`config.mk`:
```
export PLATFORM = sky130hd
export DESIGN_NAME = um_register_alu_execute_flat
export DESIGN_NICKNAME = d
export VERILOG_FILES = /design/src/hw/rtl/umalu_pkg.sv /design/src/hw/rtl/umalu_in_if.sv /design/src/hw/rtl/umalu_out_if.sv /design/src/hw/rtl/umalu_regfile.sv /design/src/hw/rtl/umalu_iter.sv /design/src/hw/rtl/um_register_alu_execute.sv /design/src/flat_wrapper.sv
export SDC_FILE = /design/constraint.sdc
export NUM_CORES = 1
export LEC_CHECK = 0
export ABC_CLOCK_PERIOD_IN_PS = 8800
export BUFFER_PORTS_ARGS = -buffer_cell sky130_fd_sc_hd__buf_2
export CAP_MARGIN = 30
export CORE_MARGIN = 5
export CORE_UTILIZATION = 35
export CTS_CLUSTER_SIZE = 25
export DETAILED_ROUTE_END_ITERATION = 8
export GPL_TIMING_DRIVEN = 0
export PLACE_DENSITY = 0.49
export SYNTH_ARGS = -nofsm -noshare
export SYNTH_HDL_FRONTEND = slang
export SYNTH_SLANG_ARGS = --single-unit
```
`constraint.sdc`:
```
create_clock -name clk -period 8.8 [get_ports clk]
set_input_delay 1.76 -clock clk [delete_from_list [all_inputs] [get_ports clk]]
set_output_delay 1.76 -clock clk [all_outputs]
set_load 0.005 [all_outputs]
```
`src/hw/rtl/umalu_pkg.sv`:
```
`timescale 1ns / 1ps

package umalu_pkg;

	localparam int DATA_W   = 32;
	localparam int NUM_REGS = 8;
	localparam int IDX_W    = $clog2(NUM_REGS);
	localparam int BYTE_W   = 8;
	localparam int IMM_W    = 25;
	localparam int CNT_W    = $clog2(DATA_W);

	// instruction word fields
	localparam int C_LSB  = 0;
	localparam int B_LSB  = 3;
	localparam int A_LSB  = 6;
	localparam int LI_LSB = 25;

	localparam logic [DATA_W-1:0] BYTE_MAX  = DATA_W'(255);
	localparam logic [CNT_W-1:0]  ITER_LAST = CNT_W'(DATA_W - 1);

	typedef enum logic [2:0] {
		MODE_CMOV  = 3'd0,
		MODE_ADD   = 3'd1,
		MODE_MUL   = 3'd2,
		MODE_DIV   = 3'd3,
		MODE_NAND  = 3'd4,
		MODE_OUT   = 3'd5,
		MODE_IN    = 3'd6,
		MODE_LOADI = 3'd7
	} mode_t;

	typedef enum logic [1:0] {
		ST_OK    = 2'd0,
		ST_DIVZ  = 2'd1,
		ST_RANGE = 2'd2
	} status_t;

	typedef enum logic [1:0] {
		UOP_ADD = 2'd0,
		UOP_MUL = 2'd1,
		UOP_DIV = 2'd2
	} uop_t;

	typedef enum logic [1:0] {
		S_IDLE = 2'd0,
		S_EXEC = 2'd1,
		S_ITER = 2'd2,
		S_FIN  = 2'd3
	} state_t;

	typedef struct packed {
		logic             en;
		logic [IDX_W-1:0] idx_b;
		logic [IDX_W-1:0] idx_c;
	} rf_rd_t;

	typedef struct packed {
		logic              en;
		logic [IDX_W-1:0]  idx;
		logic [DATA_W-1:0] data;
	} rf_wr_t;

	typedef struct packed {
		logic start;
		uop_t op;
	} alu_ctl_t;

	typedef struct packed {
		logic busy;
		logic done;
	} alu_stat_t;

endpackage

```
`src/hw/rtl/umalu_in_if.sv`:
```
`timescale 1ns / 1ps

interface umalu_in_if;
	logic        valid;
	logic        ready;
	logic [2:0]  mode;
	logic [31:0] instruction;
	logic [7:0]  in_byte;
	logic        in_eof;

	modport source (output valid, mode, instruction, in_byte, in_eof, input ready);
	modport sink   (input valid, mode, instruction, in_byte, in_eof, output ready);
endinterface

```
`src/hw/rtl/umalu_out_if.sv`:
```
`timescale 1ns / 1ps

interface umalu_out_if;
	logic       valid;
	logic       ready;
	logic [7:0] out_byte;
	logic       out_valid;
	logic [1:0] status;

	modport source (output valid, out_byte, out_valid, status, input ready);
	modport sink   (input valid, out_byte, out_valid, status, output ready);
endinterface

```
`src/hw/rtl/umalu_regfile.sv`:
```
`timescale 1ns / 1ps

module umalu_regfile (
	input  logic                              clk,
	input  logic                              arst_n,
	input  umalu_pkg::rf_rd_t                 rd,
	input  umalu_pkg::rf_wr_t                 wr,
	output logic [umalu_pkg::DATA_W-1:0]      rdata_b,
	output logic [umalu_pkg::DATA_W-1:0]      rdata_c
);

	logic [umalu_pkg::DATA_W-1:0]   mem [umalu_pkg::NUM_REGS];
	logic [umalu_pkg::NUM_REGS-1:0] valid_q;
	logic [umalu_pkg::DATA_W-1:0]   rd_b_q, rd_c_q;
	logic                           rv_b_q, rv_c_q;

	always_ff @(posedge clk) begin
		if (wr.en) begin
			mem[wr.idx] <= wr.data;
		end
		if (rd.en) begin
			rd_b_q <= mem[rd.idx_b];
			rd_c_q <= mem[rd.idx_c];
		end
	end

	// entries never written since reset read as zero
	always_ff @(posedge clk or negedge arst_n) begin
		if (!arst_n) begin
			valid_q <= '0;
			rv_b_q  <= 1'b0;
			rv_c_q  <= 1'b0;
		end else begin
			if (wr.en) begin
				valid_q[wr.idx] <= 1'b1;
			end
			if (rd.en) begin
				rv_b_q <= valid_q[rd.idx_b];
				rv_c_q <= valid_q[rd.idx_c];
			end
		end
	end

	assign rdata_b = rv_b_q ? rd_b_q : '0;
	assign rdata_c = rv_c_q ? rd_c_q : '0;

	a_wr_marks_valid: assert property (@(posedge clk) disable iff (!arst_n)
		wr.en |=> valid_q[$past(wr.idx)])
		else $error("written register not marked valid");

endmodule

```
`src/hw/rtl/umalu_iter.sv`:
```
`timescale 1ns / 1ps

module umalu_iter (
	input  logic                              clk,
	input  logic                              arst_n,
	input  umalu_pkg::alu_ctl_t               ctl,
	input  logic [umalu_pkg::DATA_W-1:0]      opb,
	input  logic [umalu_pkg::DATA_W-1:0]      opc,
	output umalu_pkg::alu_stat_t              stat,
	output logic [umalu_pkg::DATA_W-1:0]      result
);

	localparam int DW = umalu_pkg::DATA_W;

	logic [DW-1:0]                  a_q, b_q, c_q;
	umalu_pkg::uop_t                op_q;
	logic                           busy_q;
	logic [umalu_pkg::CNT_W-1:0]    cnt_q;

	logic [DW:0]   x, y;
	logic          sub;
	logic [DW+1:0] sum;
	logic          ge;

	// shared adder: accumulate for add/mul, trial subtract for divide
	always_comb begin
		case (op_q)
			umalu_pkg::UOP_DIV: begin
				x   = {a_q, b_q[DW-1]};
				y   = {1'b0, c_q};
				sub = 1'b1;
			end
			default: begin
				x   = {1'b0, a_q};
				y   = c_q[0] ? {1'b0, b_q} : '0;
				sub = 1'b0;
			end
		endcase
		sum = {1'b0, x} + {1'b0, (sub ? ~y : y)} + {{(DW+1){1'b0}}, sub};
		ge  = sum[DW+1];
	end

	always_ff @(posedge clk) begin
		if (ctl.start) begin
			op_q <= ctl.op;
			b_q  <= opb;
			case (ctl.op)
				umalu_pkg::UOP_ADD: begin
					a_q <= opc;
					c_q <= DW'(1);
				end
				default: begin
					a_q <= '0;
					c_q <= opc;
				end
			endcase
		end else if (busy_q) begin
			case (op_q)
				umalu_pkg::UOP_DIV: begin
					a_q <= ge ? sum[DW-1:0] : x[DW-1:0];
					b_q <= {b_q[DW-2:0], ge};
				end
				default: begin
					a_q <= sum[DW-1:0];
					b_q <= b_q << 1;
					c_q <= c_q >> 1;
				end
			endcase
		end
	end

	always_ff @(posedge clk or negedge arst_n) begin
		if (!arst_n) begin
			busy_q <= 1'b0;
			cnt_q  <= '0;
		end else if (ctl.start) begin
			busy_q <= 1'b1;
			cnt_q  <= (ctl.op == umalu_pkg::UOP_ADD) ? '0 : umalu_pkg::ITER_LAST;
		end else if (busy_q) begin
			busy_q <= (cnt_q != '0);
			cnt_q  <= cnt_q - 1'b1;
		end
	end

	assign stat.busy = busy_q;
	assign stat.done = busy_q && (cnt_q == '0);
	assign result    = (op_q == umalu_pkg::UOP_DIV) ? b_q : a_q;

	a_start_busy: assert property (@(posedge clk) disable iff (!arst_n)
		ctl.start |=> busy_q)
		else $error("unit not busy after start");

	a_done_ends: assert property (@(posedge clk) disable iff (!arst_n)
		(stat.done && !ctl.start) |=> !busy_q)
		else $error("unit still busy after last step");

endmodule

```
`src/hw/rtl/um_register_alu_execute.sv`:
```
`timescale 1ns / 1ps

// Register execute unit of a 32-bit universal machine: eight 32-bit registers
// (zero after reset) and one operation per cmd transfer, chosen by mode:
// cmov, add, mul, unsigned div, nand, output, input and load immediate.
// Register fields are C = instruction[2:0], B = [5:3], A = [8:6]; load
// immediate writes instruction[24:0] to the register at [27:25]. Every
// command gives exactly one res transfer with out_byte/out_valid/status.
// A zero divisor (status 1) or an output value above 255 (status 2) leaves
// the registers untouched. One command is in flight at a time: cmov, nand,
// output, input and load immediate go through the execute and final states;
// add, mul and div also pass the iterate state, and all three run on one
// shared 34-bit adder that steps once per cycle, 32 steps for mul (shift and
// add) and div (restoring); that adder sets the worst case. A finished
// result sits in an output register, so the next command is taken while the
// previous result waits; a full output register holds the sequencer in its
// final state.
module um_register_alu_execute (
	input  logic        clk,
	input  logic        arst_n,
	umalu_in_if.sink    cmd,
	umalu_out_if.source res
);

	localparam int DW = umalu_pkg::DATA_W;
	localparam int IW = umalu_pkg::IDX_W;

	umalu_pkg::state_t state_q, state_d;

	// latched command
	logic [2:0]                    mode_q;
	logic [DW-1:0]                 ins_q;
	logic [umalu_pkg::BYTE_W-1:0]  inb_q;
	logic                          eof_q;
	umalu_pkg::mode_t              mode;

	// pending result
	logic                          wr_en_q, use_unit_q;
	logic [IW-1:0]                 wr_idx_q;
	logic [DW-1:0]                 wr_data_q;
	logic [umalu_pkg::BYTE_W-1:0]  ob_q;
	logic                          ov_q;
	umalu_pkg::status_t            st_q;

	// output register
	logic                          out_full_q;
	logic [umalu_pkg::BYTE_W-1:0]  out_byte_q;
	logic                          out_valid_q;
	logic [1:0]                    status_q;

	logic [DW-1:0]                 vb, vc, unit_res;
	umalu_pkg::rf_rd_t             rf_rd;
	umalu_pkg::rf_wr_t             rf_wr;
	umalu_pkg::alu_ctl_t           alu_ctl;
	umalu_pkg::alu_stat_t          alu_stat;

	// decode of the execute cycle
	logic                          e_wr_en, e_use_unit;
	logic [IW-1:0]                 e_wr_idx;
	logic [DW-1:0]                 e_wr_data;
	logic [umalu_pkg::BYTE_W-1:0]  e_ob;
	logic                          e_ov;
	umalu_pkg::status_t            e_st;
	logic                          e_start;
	umalu_pkg::uop_t               e_op;

	logic                          cmd_xfer, out_load;

	assign mode     = umalu_pkg::mode_t'(mode_q);
	assign cmd_xfer = cmd.valid && cmd.ready;

	umalu_regfile u_regfile (
		.clk     (clk),
		.arst_n  (arst_n),
		.rd      (rf_rd),
		.wr      (rf_wr),
		.rdata_b (vb),
		.rdata_c (vc)
	);

	umalu_iter u_iter (
		.clk    (clk),
		.arst_n (arst_n),
		.ctl    (alu_ctl),
		.opb    (vb),
		.opc    (vc),
		.stat   (alu_stat),
		.result (unit_res)
	);

	// operand read is issued straight from the command on its transfer
	assign rf_rd.en    = cmd_xfer;
	assign rf_rd.idx_b = cmd.instruction[umalu_pkg::B_LSB +: IW];
	assign rf_rd.idx_c = cmd.instruction[umalu_pkg::C_LSB +: IW];

	always_comb begin
		e_wr_en    = 1'b0;
		e_use_unit = 1'b0;
		e_wr_idx   = ins_q[umalu_pkg::A_LSB +: IW];
		e_wr_data  = vb;
		e_ob       = '0;
		e_ov       = 1'b0;
		e_st       = umalu_pkg::ST_OK;
		e_start    = 1'b0;
		e_op       = umalu_pkg::UOP_ADD;
		case (mode)
			umalu_pkg::MODE_CMOV: begin
				e_wr_en = (vc != '0);
			end
			umalu_pkg::MODE_ADD: begin
				e_wr_en    = 1'b1;
				e_use_unit = 1'b1;
				e_start    = 1'b1;
			end
			umalu_pkg::MODE_MUL: begin
				e_wr_en    = 1'b1;
				e_use_unit = 1'b1;
				e_start    = 1'b1;
				e_op       = umalu_pkg::UOP_MUL;
			end
			umalu_pkg::MODE_DIV: begin
				if (vc == '0) begin
					e_st = umalu_pkg::ST_DIVZ;
				end else begin
					e_wr_en    = 1'b1;
					e_use_unit = 1'b1;
					e_start    = 1'b1;
					e_op       = umalu_pkg::UOP_DIV;
				end
			end
			umalu_pkg::MODE_NAND: begin
				e_wr_en   = 1'b1;
				e_wr_data = ~(vb & vc);
			end
			umalu_pkg::MODE_OUT: begin
				if (vc > umalu_pkg::BYTE_MAX) begin
					e_st = umalu_pkg::ST_RANGE;
				end else begin
					e_ob = vc[umalu_pkg::BYTE_W-1:0];
					e_ov = 1'b1;
				end
			end
			umalu_pkg::MODE_IN: begin
				e_wr_en   = 1'b1;
				e_wr_idx  = ins_q[umalu_pkg::C_LSB +: IW];
				e_wr_data = eof_q ? '1 : DW'(inb_q);
			end
			umalu_pkg::MODE_LOADI: begin
				e_wr_en   = 1'b1;
				e_wr_idx  = ins_q[umalu_pkg::LI_LSB +: IW];
				e_wr_data = DW'(ins_q[umalu_pkg::IMM_W-1:0]);
			end
			default: begin
				e_wr_en = 1'b0;
			end
		endcase
	end

	// next state
	always_comb begin
		state_d = state_q;
		case (state_q)
			umalu_pkg::S_IDLE: begin
				if (cmd_xfer) begin
					state_d = umalu_pkg::S_EXEC;
				end
			end
			umalu_pkg::S_EXEC: begin
				state_d = e_start ? umalu_pkg::S_ITER : umalu_pkg::S_FIN;
			end
			umalu_pkg::S_ITER: begin
				if (alu_stat.done) begin
					state_d = umalu_pkg::S_FIN;
				end
			end
			umalu_pkg::S_FIN: begin
				if (out_load) begin
					state_d = umalu_pkg::S_IDLE;
				end
			end
			default: begin
				state_d = umalu_pkg::S_IDLE;
			end
		endcase
	end

	// sequencer outputs
	always_comb begin
		cmd.ready     = 1'b0;
		alu_ctl.start = 1'b0;
		alu_ctl.op    = e_op;
		rf_wr.en      = 1'b0;
		rf_wr.idx     = wr_idx_q;
		rf_wr.data    = use_unit_q ? unit_res : wr_data_q;
		out_load      = 1'b0;
		case (state_q)
			umalu_pkg::S_IDLE: begin
				cmd.ready = 1'b1;
			end
			umalu_pkg::S_EXEC: begin
				alu_ctl.start = e_start;
			end
			umalu_pkg::S_FIN: begin
				// rewrite while stalled is harmless: same index and data
				rf_wr.en = wr_en_q;
				out_load = !out_full_q || res.ready;
			end
			default: begin
				cmd.ready = 1'b0;
			end
		endcase
	end

	always_ff @(posedge clk or negedge arst_n) begin
		if (!arst_n) begin
			state_q    <= umalu_pkg::S_IDLE;
			wr_en_q    <= 1'b0;
			out_full_q <= 1'b0;
		end else begin
			state_q <= state_d;
			if (state_q == umalu_pkg::S_EXEC) begin
				wr_en_q <= e_wr_en;
			end
			if (out_load) begin
				out_full_q <= 1'b1;
			end else if (res.ready) begin
				out_full_q <= 1'b0;
			end
		end
	end

	always_ff @(posedge clk) begin
		if (cmd_xfer) begin
			mode_q <= cmd.mode;
			ins_q  <= cmd.instruction;
			inb_q  <= cmd.in_byte;
			eof_q  <= cmd.in_eof;
		end
		if (state_q == umalu_pkg::S_EXEC) begin
			use_unit_q <= e_use_unit;
			wr_idx_q   <= e_wr_idx;
			wr_data_q  <= e_wr_data;
			ob_q       <= e_ob;
			ov_q       <= e_ov;
			st_q       <= e_st;
		end
		if (out_load) begin
			out_byte_q  <= ob_q;
			out_valid_q <= ov_q;
			status_q    <= st_q;
		end
	end

	assign res.valid     = out_full_q;
	assign res.out_byte  = out_byte_q;
	assign res.out_valid = out_valid_q;
	assign res.status    = status_q;

	a_xfer_to_exec: assert property (@(posedge clk) disable iff (!arst_n)
		cmd_xfer |=> (state_q == umalu_pkg::S_EXEC))
		else $error("command transfer did not enter execute");

	a_err_no_write: assert property (@(posedge clk) disable iff (!arst_n)
		(state_q == umalu_pkg::S_FIN && st_q != umalu_pkg::ST_OK) |-> !rf_wr.en)
		else $error("register write on an error status");

	a_unit_in_iter: assert property (@(posedge clk) disable iff (!arst_n)
		(state_q == umalu_pkg::S_ITER) |-> alu_stat.busy)
		else $error("waiting on an idle arithmetic unit");

endmodule
```
`src/flat_wrapper.sv`:
```
// flat-port wrapper written by rule: the top's interface ports become plain ports
module um_register_alu_execute_flat 
  (clk, arst_n, cmd_valid, cmd_mode, cmd_instruction, cmd_in_byte, cmd_in_eof, cmd_ready, res_valid, res_out_byte, res_out_valid, res_status, res_ready);
  umalu_in_if cmd_i ();
  umalu_out_if res_i ();
  input  logic clk;
  input  logic arst_n;
  input wire logic [$bits(cmd_i.valid)-1:0] cmd_valid;
  input wire logic [$bits(cmd_i.mode)-1:0] cmd_mode;
  input wire logic [$bits(cmd_i.instruction)-1:0] cmd_instruction;
  input wire logic [$bits(cmd_i.in_byte)-1:0] cmd_in_byte;
  input wire logic [$bits(cmd_i.in_eof)-1:0] cmd_in_eof;
  output wire logic [$bits(cmd_i.ready)-1:0] cmd_ready;
  output wire logic [$bits(res_i.valid)-1:0] res_valid;
  output wire logic [$bits(res_i.out_byte)-1:0] res_out_byte;
  output wire logic [$bits(res_i.out_valid)-1:0] res_out_valid;
  output wire logic [$bits(res_i.status)-1:0] res_status;
  input wire logic [$bits(res_i.ready)-1:0] res_ready;
  assign cmd_i.valid = cmd_valid;
  assign cmd_i.mode = cmd_mode;
  assign cmd_i.instruction = cmd_instruction;
  assign cmd_i.in_byte = cmd_in_byte;
  assign cmd_i.in_eof = cmd_in_eof;
  assign cmd_ready = cmd_i.ready;
  assign res_valid = res_i.valid;
  assign res_out_byte = res_i.out_byte;
  assign res_out_valid = res_i.out_valid;
  assign res_status = res_i.status;
  assign res_i.ready = res_ready;
  um_register_alu_execute u_core (.clk(clk), .arst_n(arst_n), .cmd(cmd_i), .res(res_i));
endmodule
```
# --- Yosys cells after proc, flatten, opt, wreduce, memory -nomap -nowiden ---
# Memories as Yosys holds them, arrays and structs flattened. A register that Yosys moved wholly into a read port is not among the register bits.
# Index checks and enable logic that the tools add are counted.
word_totals:
  rom_bits: 0
  in_bits: 48
  out_inout_bits: 13
  reg_bits: 216
  latchBits: 0
  elab_cells: 130
  n_memories: 1
  ramBits: 256
op_classes:
  add_sub_neg: 3
  eq_ne: 15
  n_reduce_logical: 19
  mux: 57
  div_mod_pow: 0
  n_shift: 0
  order_cmp: 5
  bitwise: 5
  n_mul: 0
memory_table:
  columns: ["memory", "words", "word_bits", "read_ports", "rd_ports_with_merged_regs", "wr", "line_no", "source"]
  rows:
  - ["u_core.u_regfile.mem", 8, 32, 2, 2, 1, "umalu_regfile.sv:12", "logic [umalu_pkg::DATA_W-1:0] mem [umalu_pkg::NUM_REGS];"]
ops:
  columns: ["op", "count"]
  rows:
  - ["32-bit 2-to-1 mux", 17]
  - ["33-bit 2-to-1 mux", 3]
  - ["32-bit case mux with 3 select lines", 1]
  - ["33-bit by 33-bit adder with 34-bit output", 1]
  - ["34-bit by 1-bit adder with 34-bit output", 1]
  - ["33-bit NOT", 1]
  - ["32-bit AND", 1]
  - ["32-bit by 8-bit > comparator with 1-bit output (second input constant)", 1]
  - ["32-bit logical NOT", 1]
  - ["32-bit NOT", 1]
  - ["32-bit nonzero test", 1]
  - ["1-bit 2-to-1 mux", 19]
  - ["5-bit 2-to-1 mux", 3]
  - ["3-bit equality test (second input constant)", 4]
  - ["3-bit by 4-bit less-than comparator with 1-bit output (second input constant)", 3]
  - ["2-bit 2-to-1 mux", 5]
  - ["2-bit by 1-bit != test with 1-bit output (second input constant)", 4]
  - ["8-bit bitwise OR", 1]
  - ["2-bit case mux with 2 select lines", 2]
  - ["2-bit case mux with 4 select lines", 1]
  - ["1-bit binary-select mux with 3-bit select", 2]
  - ["2-bit equality test (second input constant)", 3]
  - ["3-bit by 2-bit equality test with 1-bit output (second input constant)", 2]
  - ["3-bit case mux with 2 select lines", 1]
  - ["20 further kinds", 25]

# --- Longest topological paths before layout ---
# Gate-level depths: netlist (run 1).
depth:
  ltp_word: 10
  ltp_mapped: 19
  ltp_nobuf: 14

# --- Cells and area by module ---
# Synthesis (run 1) repeated with hierarchy kept, for this count alone.
unflattened:
  hier_cells: 1831
  hier_area_um2: 26634.3
modules_own_cells:
  columns: ["mod", "cells_each", "area_each_um2", "instances", "seq_area_each_um2"]
  rows:
  - ["umalu_regfile", 665, 14542.7, 1, 9859.5]
  - ["umalu_iter", 818, 7418.4, 1, 3093.0]
  - ["um_register_alu_execute", 348, 4673.2, 1, 3042.9]

# --- Worst setup path after synthesis (run 1) ---
# No wires, ideal clock.
synth_timing:
  path_type: "flip-flop to flip-flop"
  startpoint: "register u_core.state_q[1]"
  endpoint: "register u_core.u_iter.a_q[0] (enable)"
  slack_ns: 4.352
  required_ns: 8.376
  t_arrival_ns: 4.024
  stages_incl_launch_ff: 9
  path_buffers: 3
  setup_time_ns: 0.424
  synth_period_minus_slack_ns: 4.448
  path_cell_list: "dfrtp_1 -> inv_1 -> ha_1 -> nand2b_1 -> or2_1 -> clkbuf_8 -> clkbuf_8 -> clkbuf_1 -> nand2_1"
synth_between:
  elab_chain_len: 3
synth_rtl:
  columns: ["item", "line_no", "source"]
  rows:
  - ["from (decl)", "um_register_alu_execute.sv:28", "umalu_pkg::state_t state_q, state_d;"]
  - ["from (signal assigned)", "um_register_alu_execute.sv:216", "state_q <= umalu_pkg::S_IDLE;"]
  - ["from (signal assigned)", "um_register_alu_execute.sv:220", "state_q <= state_d;"]
  - ["2-bit by 1-bit equality test with 1-bit output", "um_register_alu_execute.sv:196", "case (state_q)"]
  - ["1-bit 2-to-1 mux", "um_register_alu_execute.sv:196", null]
  - ["2-bit nonzero test (no source line)", null, null]
  - ["to (signal assigned)", "umalu_iter.sv:49", "a_q <= opc;"]
  - ["to (signal assigned)", "umalu_iter.sv:60", "a_q <= ge ? sum[DW-1:0] : x[DW-1:0];"]
  - ["to (signal assigned)", "umalu_iter.sv:64", "a_q <= sum[DW-1:0];"]
  - ["to (decl)", "umalu_iter.sv:15", "logic [DW-1:0] a_q, b_q, c_q;"]
# No other way between the ends.
# A chain may end at the register's enable or synchronous reset.

# --- Worst setup path in the final report (run 1) ---
layout_timing:
  startpoint: "register u_core.u_iter.op_q[0]"
  endpoint: "register u_core.u_iter.a_q[13], data pin"
layout_between:
  elab_chain_len: 10
  elab_cells_between_ends: 12
  classes_between: "add/sub: 2; eq/ne: 1; mux: 8; bitwise: 1"
layout_rtl:
  columns: ["item", "line_no", "source"]
  rows:
  - ["from (decl)", "umalu_iter.sv:16", "umalu_pkg::uop_t op_q;"]
  - ["from (signal assigned)", "umalu_iter.sv:45", "op_q <= ctl.op;"]
  - ["2-bit equality test *", "umalu_iter.sv:27, umalu_iter.sv:58", null]
  - ["33-bit 2-to-1 mux", "umalu_iter.sv:27", "case (op_q)"]
  - ["33-bit NOT", "umalu_iter.sv:39", "sum = {1'b0, x} + {1'b0, (sub ? ~y : y)} + {{(DW+1){1'b0}}, sub};"]
  - ["33-bit 2-to-1 mux", "umalu_iter.sv:39", null]
  - ["33-bit by 33-bit adder with 34-bit output", "umalu_iter.sv:39", null]
  - ["34-bit by 1-bit adder with 34-bit output", "umalu_iter.sv:39", null]
  - ["32-bit 2-to-1 mux", "umalu_iter.sv:60", null]
  - ["32-bit 2-to-1 mux *", "umalu_iter.sv:58", "case (op_q)"]
  - ["32-bit 2-to-1 mux *", "umalu_iter.sv:57", "end else if (busy_q) begin"]
  - ["32-bit 2-to-1 mux *", "umalu_iter.sv:44", "if (ctl.start) begin"]
# Every way passes the cells marked *; elsewhere a longest branch is shown, timed or not. The select of a mux whose other input is x is not followed.

==> impl_metrics.env, run 1 <==
export IMPL_met1_length_um=35300
export IMPL_synth_top_area_share_pct=59.6
export IMPL_clkTransAtPathRegs_ns=0.06
export IMPL_maxCapViolCount=0
export IMPL_dieWidth_um=283
export IMPL_nNetsFinal=2113
export IMPL_syn_inst=1871
export IMPL_antenna_found_initial=1
export IMPL_core_area_um2=74100
export IMPL_critPathKind="flip-flop to flip-flop"
export IMPL_syn_area_um2=26000
export IMPL_finalHoldViolations=0
export IMPL_cp_common_cell="clkbuf_1"
export IMPL_synth_common_cells="edfxtp_1 (516), nand2_1 (290), mux4_2 (132)"
export IMPL_rsz0062_at_grt="false"
export IMPL_post_route_min_period_ns=5.31
export IMPL_dp_hpwl_um=60300
export IMPL_tritoncts="done"
export IMPL_path_delay_family="compound AO/OA/AOI/OAI gates"
export IMPL_ys_top_cells_by_area="edfxtp_1 (60%), mux4_2 (11%), nand2_1 (4.2%)"
export IMPL_grt_pass1_vias=17600
export IMPL_ys_flop_type="edfxtp_1"
export IMPL_vias=17200
export IMPL_grt_pass1_wl_um=118000
export IMPL_die_area_um2=79800
export IMPL_powerDensity_nw_per_um2=337
export IMPL_ant_nets=0
export IMPL_cp_slowest_cell="a221oi_1"
export IMPL_cp_required_ns=9.12
export IMPL_viasPerCell=5.64
export IMPL_timing_final_max_slew_violations=0
export IMPL_holdBufCountCts=0
export IMPL_post_cts_buffers=0
export IMPL_worstPathCellList="nor2b_1 > clkbuf_1 > clkbuf_1 > clkbuf_1 > nand2_1 > nand2_1 > ha_1 > a21oi_1 > o21ai_0 > a221oi_1 > o221ai_1 > o21ai_2 > o21a_1 > buf_6 > buf_6 > nor2_1 > a21oi_1 > o21ai_1"
export IMPL_met3_length_um=4410
export IMPL_num_rows=100
export IMPL_drtIter0Drc=1777
export IMPL_num_io_pins=61
export IMPL_finalSetupViolations=0
export IMPL_endpoint_kind="flip-flop"
export IMPL_yosys_warnings=0
export IMPL_ys_seq_elements=536
export IMPL_crit_buf_inv=5
export IMPL_area_growth_pct=15.1
export IMPL_drt_pass1_iterations=8
export IMPL_crit_arrival_ns=5.63
export IMPL_diodes=0
export IMPL_drive_above_1_share_pct=20.8
export IMPL_ctsResizeCount=0
export IMPL_clockBufferDepth=3
export IMPL_synth_area_leader_cell="edfxtp_1"
export IMPL_drc=0
export IMPL_max_freq_ghz=0.188
export IMPL_initial_core_util_pct=35.1
export IMPL_yosysSeqAreaShare_pct=61.5
export IMPL_top_layer="met4"
export IMPL_cts_buffers=57
export IMPL_grt_max_degree=73
export IMPL_track_usage_pct=20.0
export IMPL_gp_congestion=0.903
export IMPL_postLayoutCoreUtil_pct=40.4
export IMPL_place_port_buffers=56
export IMPL_cpPeakStageDelay_ns=0.56
export IMPL_hold_class="flip-flop to flip-flop"
export IMPL_wl_per_cell_um=26.5
export IMPL_synth_distinct_cells=77
export IMPL_clock_sinks=536
export IMPL_worst_ir_drop_vdd_v=0.000152
export IMPL_synth_edf_count=516
export IMPL_finalWirelength_um=80500
export IMPL_critPathMaxFanout=10
export IMPL_slew_headroom_pct=24.9
export IMPL_clock_skew_ns=0.0224
export IMPL_syn_avg_cell_area_um2=13.9
export IMPL_clk_insertion_delay_late_ns=0.61
export IMPL_met2WireLength_um=38400
export IMPL_leakage_nw=10.3
export IMPL_root_buffer="clkbuf_16"
export IMPL_async_flop_share_pct=3.73
export IMPL_fin_crit_sh_pct=60.4
export IMPL_syn_nets=1957
export IMPL_overflow=0
export IMPL_fin_tns_setup_ns=0
export IMPL_htreeDepth=2
export IMPL_start_kind="flip-flop"
export IMPL_die_h_um=283
export IMPL_worst_slew_pin_slew_ns=1.12
export IMPL_status="complete, no violations"
export IMPL_yosysMostFrequentCell="edfxtp_1"
==> routing by layer <==
metal  up-vias  track usage, %
met5         -               0
met4         0            5.97
met3       131            2.39
met2       554            33.1
met1      8823            28.0
li1       7650               -
==> state kept, by name (all words and copies together) (netlist names), 2 cells and up <==
| name | count |
|---|---|
| u_core.u_regfile.mem | 256 |
| u_core.u_iter.a_q | 32 |
| u_core.u_iter.b_q | 32 |
| u_core.u_iter.c_q | 32 |
| u_core.u_regfile.rd_b_q | 32 |
| u_core.u_regfile.rd_c_q | 32 |
| u_core.wr_data_q | 32 |
| u_core.ins_q | 28 |
| u_core.inb_q | 8 |
| u_core.ob_q | 8 |
| u_core.res.out_byte | 8 |
| u_core.u_regfile.valid_q | 8 |
| u_core.u_iter.cnt_q | 5 |
| u_core.mode | 3 |
| u_core.wr_idx_q | 3 |
| u_core.res.status | 2 |
| u_core.st_q | 2 |
| u_core.state_q | 2 |
| u_core.u_iter.op_q | 2 |
==> stage by stage <==
| step | setup WS [ns] | cells | cell area (um2) | hold WS (ns) | power [mW] |
|---|---|---|---|---|---|
| 6_report | 3.49 | 3042 | 29900 | 0.425 | 10.1 |
| 5_1_grt | 3.34 | 3042 | 29900 | 0.437 | 10.6 |
| 4_1_cts | 3.61 | 3029 | 29800 | 0.428 | 10.1 |
| 3_5_place_dp | 3.67 | 2924 | 28000 | 0.415 | 7.67 |
| 3_3_place_gp | 2.24 | 2896 | 27500 | 0.418 | 7.59 |
| 2_1_floorplan | 4.35 | 1871 | 26000 | 0.400 | 6.39 |
==> worst paths after layout <==
path	to	depth (start not counted)	slack, ns	start
min in group asynchronous	u_core.u_regfile.valid_q[4]$_DFFE_PN0P_	1	1.16	arst_n
worst min register to register	u_core.res.out_valid$_DFFE_PP_	0	0.43	u_core.ov_q$_SDFFCE_PN0P_
worst max-delay path	u_core.u_iter.a_q[13]$_DFFE_PP_	18	3.49	u_core.u_iter.op_q[0]$_DFFE_PP_
max in group asynchronous	u_core.u_regfile.valid_q[0]$_DFFE_PN0P_	1	7.24	arst_n
worst min-delay path	u_core.res.out_valid$_DFFE_PP_	0	0.43	u_core.ov_q$_SDFFCE_PN0P_
worst max register to register	u_core.u_iter.a_q[13]$_DFFE_PP_	18	3.49	u_core.u_iter.op_q[0]$_DFFE_PP_
==> placed cells by master (no fill, tap or decap), types with 23 or more instances in the layout <==
cell type,instances
nand2_1,289
a21oi_1,65
nand3_1,51
nor2_1,84
clkbuf_1,104
mux2_2,64
buf_2,59
o21ai_0,118
a22oi_1,23
clkbuf_16,58
ha_1,36
mux4_2,132
a31oi_1,42
edfxtp_1,516
==> report_power, final <==
part	switching (mW)	internal, mW
Clock	0.990	1.37
Sequential	0.348	3.84
Combinational	2.32	1.22
==> final cells by class <==
cell class                      instances  area (um2)
Timing Repair Buffer                   97         832
Sequential cell                       536       16000
Multi-Input combinational cell       1188        9440
Clock inverter                         34         312
Inverter                               20        77.6
Fill cell                            6951       44100
Clock buffer                           71        1500
Buffer                                127         568
Tap cell                              969        1210
==> kinds of logic after synthesis <==
kind of cell	after synthesis	synth area share, %
muxes	205	14.6
buffers and inverters	147	2.47
AOI/OAI and AO/OA	396	9.99
DFF	536	61.5
xor gates and xnor gates	27	0.909
adders and majority gates	38	1.86
and+or+nand+nor	522	8.70
No activity file was read; power rests on OpenSTA's default activity.
==> inputs of run 2 (changes only) <==
- ABC_CLOCK_PERIOD_IN_PS: 8800 -> 4300
- PLACE_DENSITY: 0.49 -> 0.5
- clock period: 8.8 -> 4.3 ns (I/O delays scaled with it)
==> run 2 against run 1 <==
Die area unchanged. Register-to-register slack worse by 3.4 ns. Count of clock-buffer cells in the layout fell by 2. Sequential cell count unchanged. Clock power up 110%. Routed wire length barely moved. Clock skew is 0.0049 ns higher. First-iteration DRC count up 14%. Sequential share of layout area decreased by 0.81 points. Largest power group unchanged.
==> impl_metrics.env, run 2 (same netlist as run 1, synthesis figures left out) <==
export IMPL_fillers=6854
export IMPL_viasPerCell=5.64
export IMPL_clk_insertion_delay_late_ns=0.63
export IMPL_worstRegToRegCells=17
export IMPL_track_usage_pct=19.9
export IMPL_initial_core_util_pct=35.1
export IMPL_area_growth_pct=16.9
export IMPL_endpoint_kind="flip-flop"
export IMPL_finalWirelength_um=80400
export IMPL_clock_skew_ns=0.0274
export IMPL_final_common_cell="edfxtp_1"
export IMPL_fin_crit_sh_pct=98.1
export IMPL_powerDensity_nw_per_um2=701
export IMPL_clock_sinks=536
export IMPL_gp_congestion=0.893
export IMPL_worst_ir_drop_vdd_v=0.000349
export IMPL_dp_hpwl_um=59600
export IMPL_overflow=0
export IMPL_critPathKind="flip-flop to flip-flop"
export IMPL_wl_per_cell_um=26.3
export IMPL_cts_buffers=57
export IMPL_dpl_worst_slack_ns=-0.714
export IMPL_cp_required_ns=4.67
export IMPL_status="complete, no violations"
export IMPL_antenna_found_initial=1
export IMPL_vias=17200
export IMPL_place_port_buffers=56
export IMPL_die_area_um2=79800
export IMPL_max_freq_ghz=0.237
export IMPL_root_buffer="clkbuf_16"
export IMPL_num_rows=100
export IMPL_post_route_min_period_ns=4.22
export IMPL_holdWs_ns=0.260
export IMPL_maxCapViolCount=0
export IMPL_worst_slew_pin_slew_ns=1.14
export IMPL_cpPeakStageDelay_ns=0.50
export IMPL_clkTransAtPathRegs_ns=0.07
export IMPL_setup_ws_ns=0.0810
export IMPL_drive_above_1_share_pct=23.4
export IMPL_htreeDepth=2
export IMPL_largest_reg_flops=256
export IMPL_die_h_um=283
export IMPL_num_io_pins=61
export IMPL_worstPathCellList="nand2b_4 > buf_8 > buf_6 > clkbuf_2 > o21ai_0 > ha_1 > nand4_1 > inv_1 > a221oi_2 > o221ai_2 > o21ai_4 > buf_4 > buf_4 > nor2_1 > or4_1 > nand4_1 > o21ai_0"
export IMPL_timing_final_max_slew_violations=0
export IMPL_finalSetupViolations=0
export IMPL_hold_class="input pin to async pin"
export IMPL_leakage_nw=10.5
export IMPL_holdBufCountCts=0
export IMPL_drtIter0Drc=2018
export IMPL_clockBufferDepth=3
export IMPL_drt_pass1_iterations=5
export IMPL_dieWidth_um=283
export IMPL_layout_common_cells="edfxtp_1 (516), nand2_1 (288), mux4_2 (132)"
export IMPL_core_area_um2=74100
export IMPL_cp_slowest_cell="or4_1"
export IMPL_drc=0
export IMPL_dpl_instance_area_um2=28000
export IMPL_design_area_um2=30400
export IMPL_grt_max_degree=65
export IMPL_grt_pass1_wl_um=117000
export IMPL_fin_tns_setup_ns=0
export IMPL_tritoncts="done"
export IMPL_grt_pass1_vias=17600
export IMPL_slew_headroom_pct=23.4
export IMPL_start_kind="flip-flop"
export IMPL_finalHoldViolations=0
export IMPL_ant_nets=0
export IMPL_critPathMaxFanout=10
export IMPL_nNetsFinal=2122
export IMPL_top_register="u_core.u_regfile.mem"
export IMPL_crit_arrival_ns=4.59
-- run 2: cell type report --
class	count	area, um2	share of cell area, %
antenna	1	2.50	0.00823
buffer	125	619	2.04
clock buffer	69	1520	5.01
clock inverter	37	388	1.28
inverter	20	77.6	0.255
multi-input combinational	1188	9610	31.6
sequential	536	16000	52.6
tap	969	1210	3.99
timing repair buffer	108	968	3.19
-- run 2: worst paths after layout --
check | startpoint | end | slack, ns
worst max-delay path | u_core.u_iter.op_q[0]$_DFFE_PP_ | u_core.u_iter.a_q[0]$_DFFE_PP_ | 0.08
worst min-delay path | arst_n | u_core.u_iter.cnt_q[2]$_DFFE_PN0P_ | 0.26
worst max register to register | u_core.u_iter.op_q[0]$_DFFE_PP_ | u_core.u_iter.a_q[0]$_DFFE_PP_ | 0.08
worst min register to register | u_core.ob_q[5]$_SDFFCE_PP0P_ | u_core.res.out_byte[5]$_DFFE_PP_ | 0.42
max in group asynchronous | arst_n | u_core.res.valid$_DFFE_PN0P_ | 3.62
min in group clk | cmd_in_byte[0] | u_core.inb_q[0]$_DFFE_PP_ | 0.41
-- run 2: what timing repair did --
action	in CTS	in global routing
pin swaps	4	11
buffers inserted	3	13
cloned	0	1
gates resized for setup	34	70
endpoints found under the setup margin	126	30
-- run 2: critical path: cells and delay by family, from the launching register on --
family	cells	cell delay [ns]
AO/OA/AOI/OAI	5	1.12
adder cells (fa/ha/maj)	1	0.38
buffers and inverters	6	0.89
AND/OR/NAND/NOR	5	1.14
flip-flops	1	0.41
-- run 2: power by group --
part / switching [mW] / internal [mW]
clock: 2.09 / 2.99
sequential: 0.717 / 7.87
combinational: 4.91 / 2.73
total: 7.72 / 13.6
-- run 2: routing by layer --
metal | vias to the layer above | global-route usage [%] | wire length, um
met3 | 123 | 2.15 | 4740
met2 | 660 | 33.1 | 38800
met5 | - | 0 | 0
met4 | 0 | 6.45 | 2650
met1 | 8761 | 27.8 | 34200
li1 | 7665 | - | -
-- run 2: stage by stage --
step                      total power [mW]  utilization (%)  std cells
final                                 21.3             41.0       3053
after global routing                  22.4             41.0       3052
after CTS                             20.9             40.6       3032
after detailed placement              15.7             37.8       2923
after global placement                15.5             37.1       2896
after floorplan                       13.1                -       1871
==> inputs of run 3 (changes only) <==
- PLACE_DENSITY: 0.5 -> 0.57
==> run 3 against run 2 <==
Largest cell class unchanged. Clock skew decreased by 0.0099 ns. Worst setup slack worse by 0.024 ns. Combinational power shrank 2%. Cell count decreased by 0.13%. Register-to-register slack got worse by 0.02 ns. Sequential share of layout area rose by 0.36 points.
==> impl_metrics.env, run 3 (same netlist as run 1, synthesis figures left out) <==
export IMPL_status="complete, no violations"
export IMPL_fin_crit_sh_pct=98.7
export IMPL_clock_sinks=536
export IMPL_htreeDepth=2
export IMPL_clk_insertion_delay_late_ns=0.61
export IMPL_cp_common_cell="buf_4"
export IMPL_drive_above_1_share_pct=23.6
export IMPL_dieWidth_um=283
export IMPL_post_route_min_period_ns=4.24
export IMPL_start_kind="flip-flop"
export IMPL_final_common_cell="edfxtp_1"
export IMPL_grt_max_degree=78
export IMPL_num_rows=100
export IMPL_ant_nets=0
export IMPL_finalSetupViolations=0
export IMPL_grt_pass1_vias=17400
export IMPL_slew_headroom_pct=30.7
export IMPL_initial_core_util_pct=35.1
export IMPL_wl_per_cell_um=25.5
export IMPL_vias=17100
export IMPL_area_growth_pct=16.1
export IMPL_root_buffer="clkbuf_16"
export IMPL_worstPathCellList="nand2b_4 > clkbuf_8 > buf_6 > clkbuf_2 > o21ai_0 > ha_1 > nand4_1 > inv_1 > a221oi_4 > o221ai_4 > o21ai_2 > buf_4 > o21ai_4 > buf_6 > buf_4 > buf_4 > a31oi_1 > o22ai_1"
export IMPL_clock_skew_ns=0.0175
export IMPL_rr_startpoint="u_core.u_iter.op_q[0]$_DFFE_PP_"
export IMPL_cp_required_ns=4.61
export IMPL_track_usage_pct=19.1
export IMPL_rsz0062_at_grt="true"
export IMPL_largest_reg_flops=256
export IMPL_crit_arrival_ns=4.55
export IMPL_dp_hpwl_um=57700
export IMPL_drtIter0Drc=1703
export IMPL_core_area_um2=74100
export IMPL_drc=0
export IMPL_top_register="u_core.u_regfile.mem"
export IMPL_die_h_um=283
export IMPL_die_area_um2=79800
export IMPL_antenna_found_initial=0
export IMPL_powerDensity_nw_per_um2=687
export IMPL_ff2ff_setup_slack_ns=0.06
export IMPL_viasPerCell=5.62
export IMPL_dpl_instance_area_um2=28000
export IMPL_place_port_buffers=56
export IMPL_max_freq_ghz=0.236
export IMPL_critPathKind="flip-flop to flip-flop"
export IMPL_startpoint="u_core.u_iter.op_q[0]$_DFFE_PP_"
export IMPL_layout_common_cells="edfxtp_1 (516), nand2_1 (283), mux4_2 (132)"
export IMPL_critPathMaxFanout=10
export IMPL_finalHoldViolations=0
export IMPL_hold_class="input pin to async pin"
export IMPL_clockBufferDepth=3
export IMPL_worst_ir_drop_vdd_v=0.000366
export IMPL_finalWirelength_um=77700
export IMPL_clkTransAtPathRegs_ns=0.07
export IMPL_power_mw=20.7
export IMPL_maxCapViolCount=0
export IMPL_rr_endpoint="u_core.u_iter.a_q[5]$_DFFE_PP_"
export IMPL_num_io_pins=61
export IMPL_drt_pass1_iterations=6
export IMPL_fin_tns_setup_ns=0
export IMPL_worst_slew_pin_slew_ns=1.03
export IMPL_holdWs_ns=0.204
export IMPL_nNetsFinal=2122
export IMPL_leakage_nw=10.4
export IMPL_design_area_um2=30200
export IMPL_cts_buffers=55
export IMPL_tritoncts="done"
export IMPL_endpoint_kind="flip-flop"
export IMPL_overflow=0
export IMPL_gp_congestion=0.905
export IMPL_timing_final_max_slew_violations=0
export IMPL_worstRegToRegCells=18
export IMPL_cpPeakStageDelay_ns=0.45
export IMPL_grt_pass1_wl_um=114000
export IMPL_cp_slowest_cell="edfxtp_1"
## run 3: cell type report
| cell class | instances | area (um2) |
|---|---|---|
| Sequential cell | 536 | 16000 |
| Inverter | 20 | 77.6 |
| Multi-Input combinational cell | 1188 | 9620 |
| Buffer | 124 | 608 |
| Clock buffer | 73 | 1450 |
| Antenna cell | 1 | 2.50 |
| Fill cell | 6865 | 43900 |
| Tap cell | 969 | 1210 |
| Timing Repair Buffer | 111 | 953 |
| Clock inverter | 27 | 264 |
## run 3: routing by layer
layer	vias up	wire length (um)	global-route usage (%)
li1	7661	-	-
met1	8684	32700	26.1
met2	661	37400	31.7
met3	139	4800	2.70
met4	0	2810	6.30
met5	-	0	0
## run 3: worst max-delay path by stage
| stage | endpoint | slack, ns | depth (start not counted) |
|---|---|---|---|
| CTS | u_core.u_iter.a_q[17]$_DFFE_PP_ | 0.008 | 17 |
| finish | u_core.u_iter.a_q[5]$_DFFE_PP_ | 0.06 | 18 |
| global route | u_core.u_iter.a_q[21]$_DFFE_PP_ | -0.04 | 20 |
| floorplan | u_core.u_iter.c_q[0]$_DFFE_PP_ | 0.06 | 8 |
| global placement | u_core.u_iter.c_q[15]$_DFFE_PP_ | -2.11 | 10 |
| detailed placement | u_core.u_iter.a_q[15]$_DFFE_PP_ | -0.76 | 10 |
## run 3: critical path: cells and delay by family (launching register included)
kind / cells / cell delay (ns)
and+or+nand+nor: 2 / 0.49
buffers and inverters: 8 / 1.26
AOI/OAI and AO/OA: 7 / 1.34
DFF: 1 / 0.45
adders and majority gates: 1 / 0.38
## run 3: where the power goes
| group | internal [mW] | switching, mW |
|---|---|---|
| Sequential | 7.87 | 0.717 |
| Clock | 2.67 | 2.00 |
| Combinational | 2.66 | 4.83 |
## run 3: repair_timing
action | 4_1_cts | 5_1_grt
resized for setup | 28 | 69
setup endpoints to repair | 130 | 32
hold buffers | 0 | 0
endpoints found under the hold margin | 0 | 0
setup buffers | 7 | 16
pin swaps | 6 | 12
## run 3: per-stage QoR
stage	util [%]	setup slack (ns)	cells
after floorplan	-	0.0644	1871
after global placement	37.1	-2.11	2896
after detailed placement	37.8	-0.759	2924
after CTS	40.3	0.00763	3031
after global routing	40.8	-0.0409	3048
final	40.8	0.0575	3049
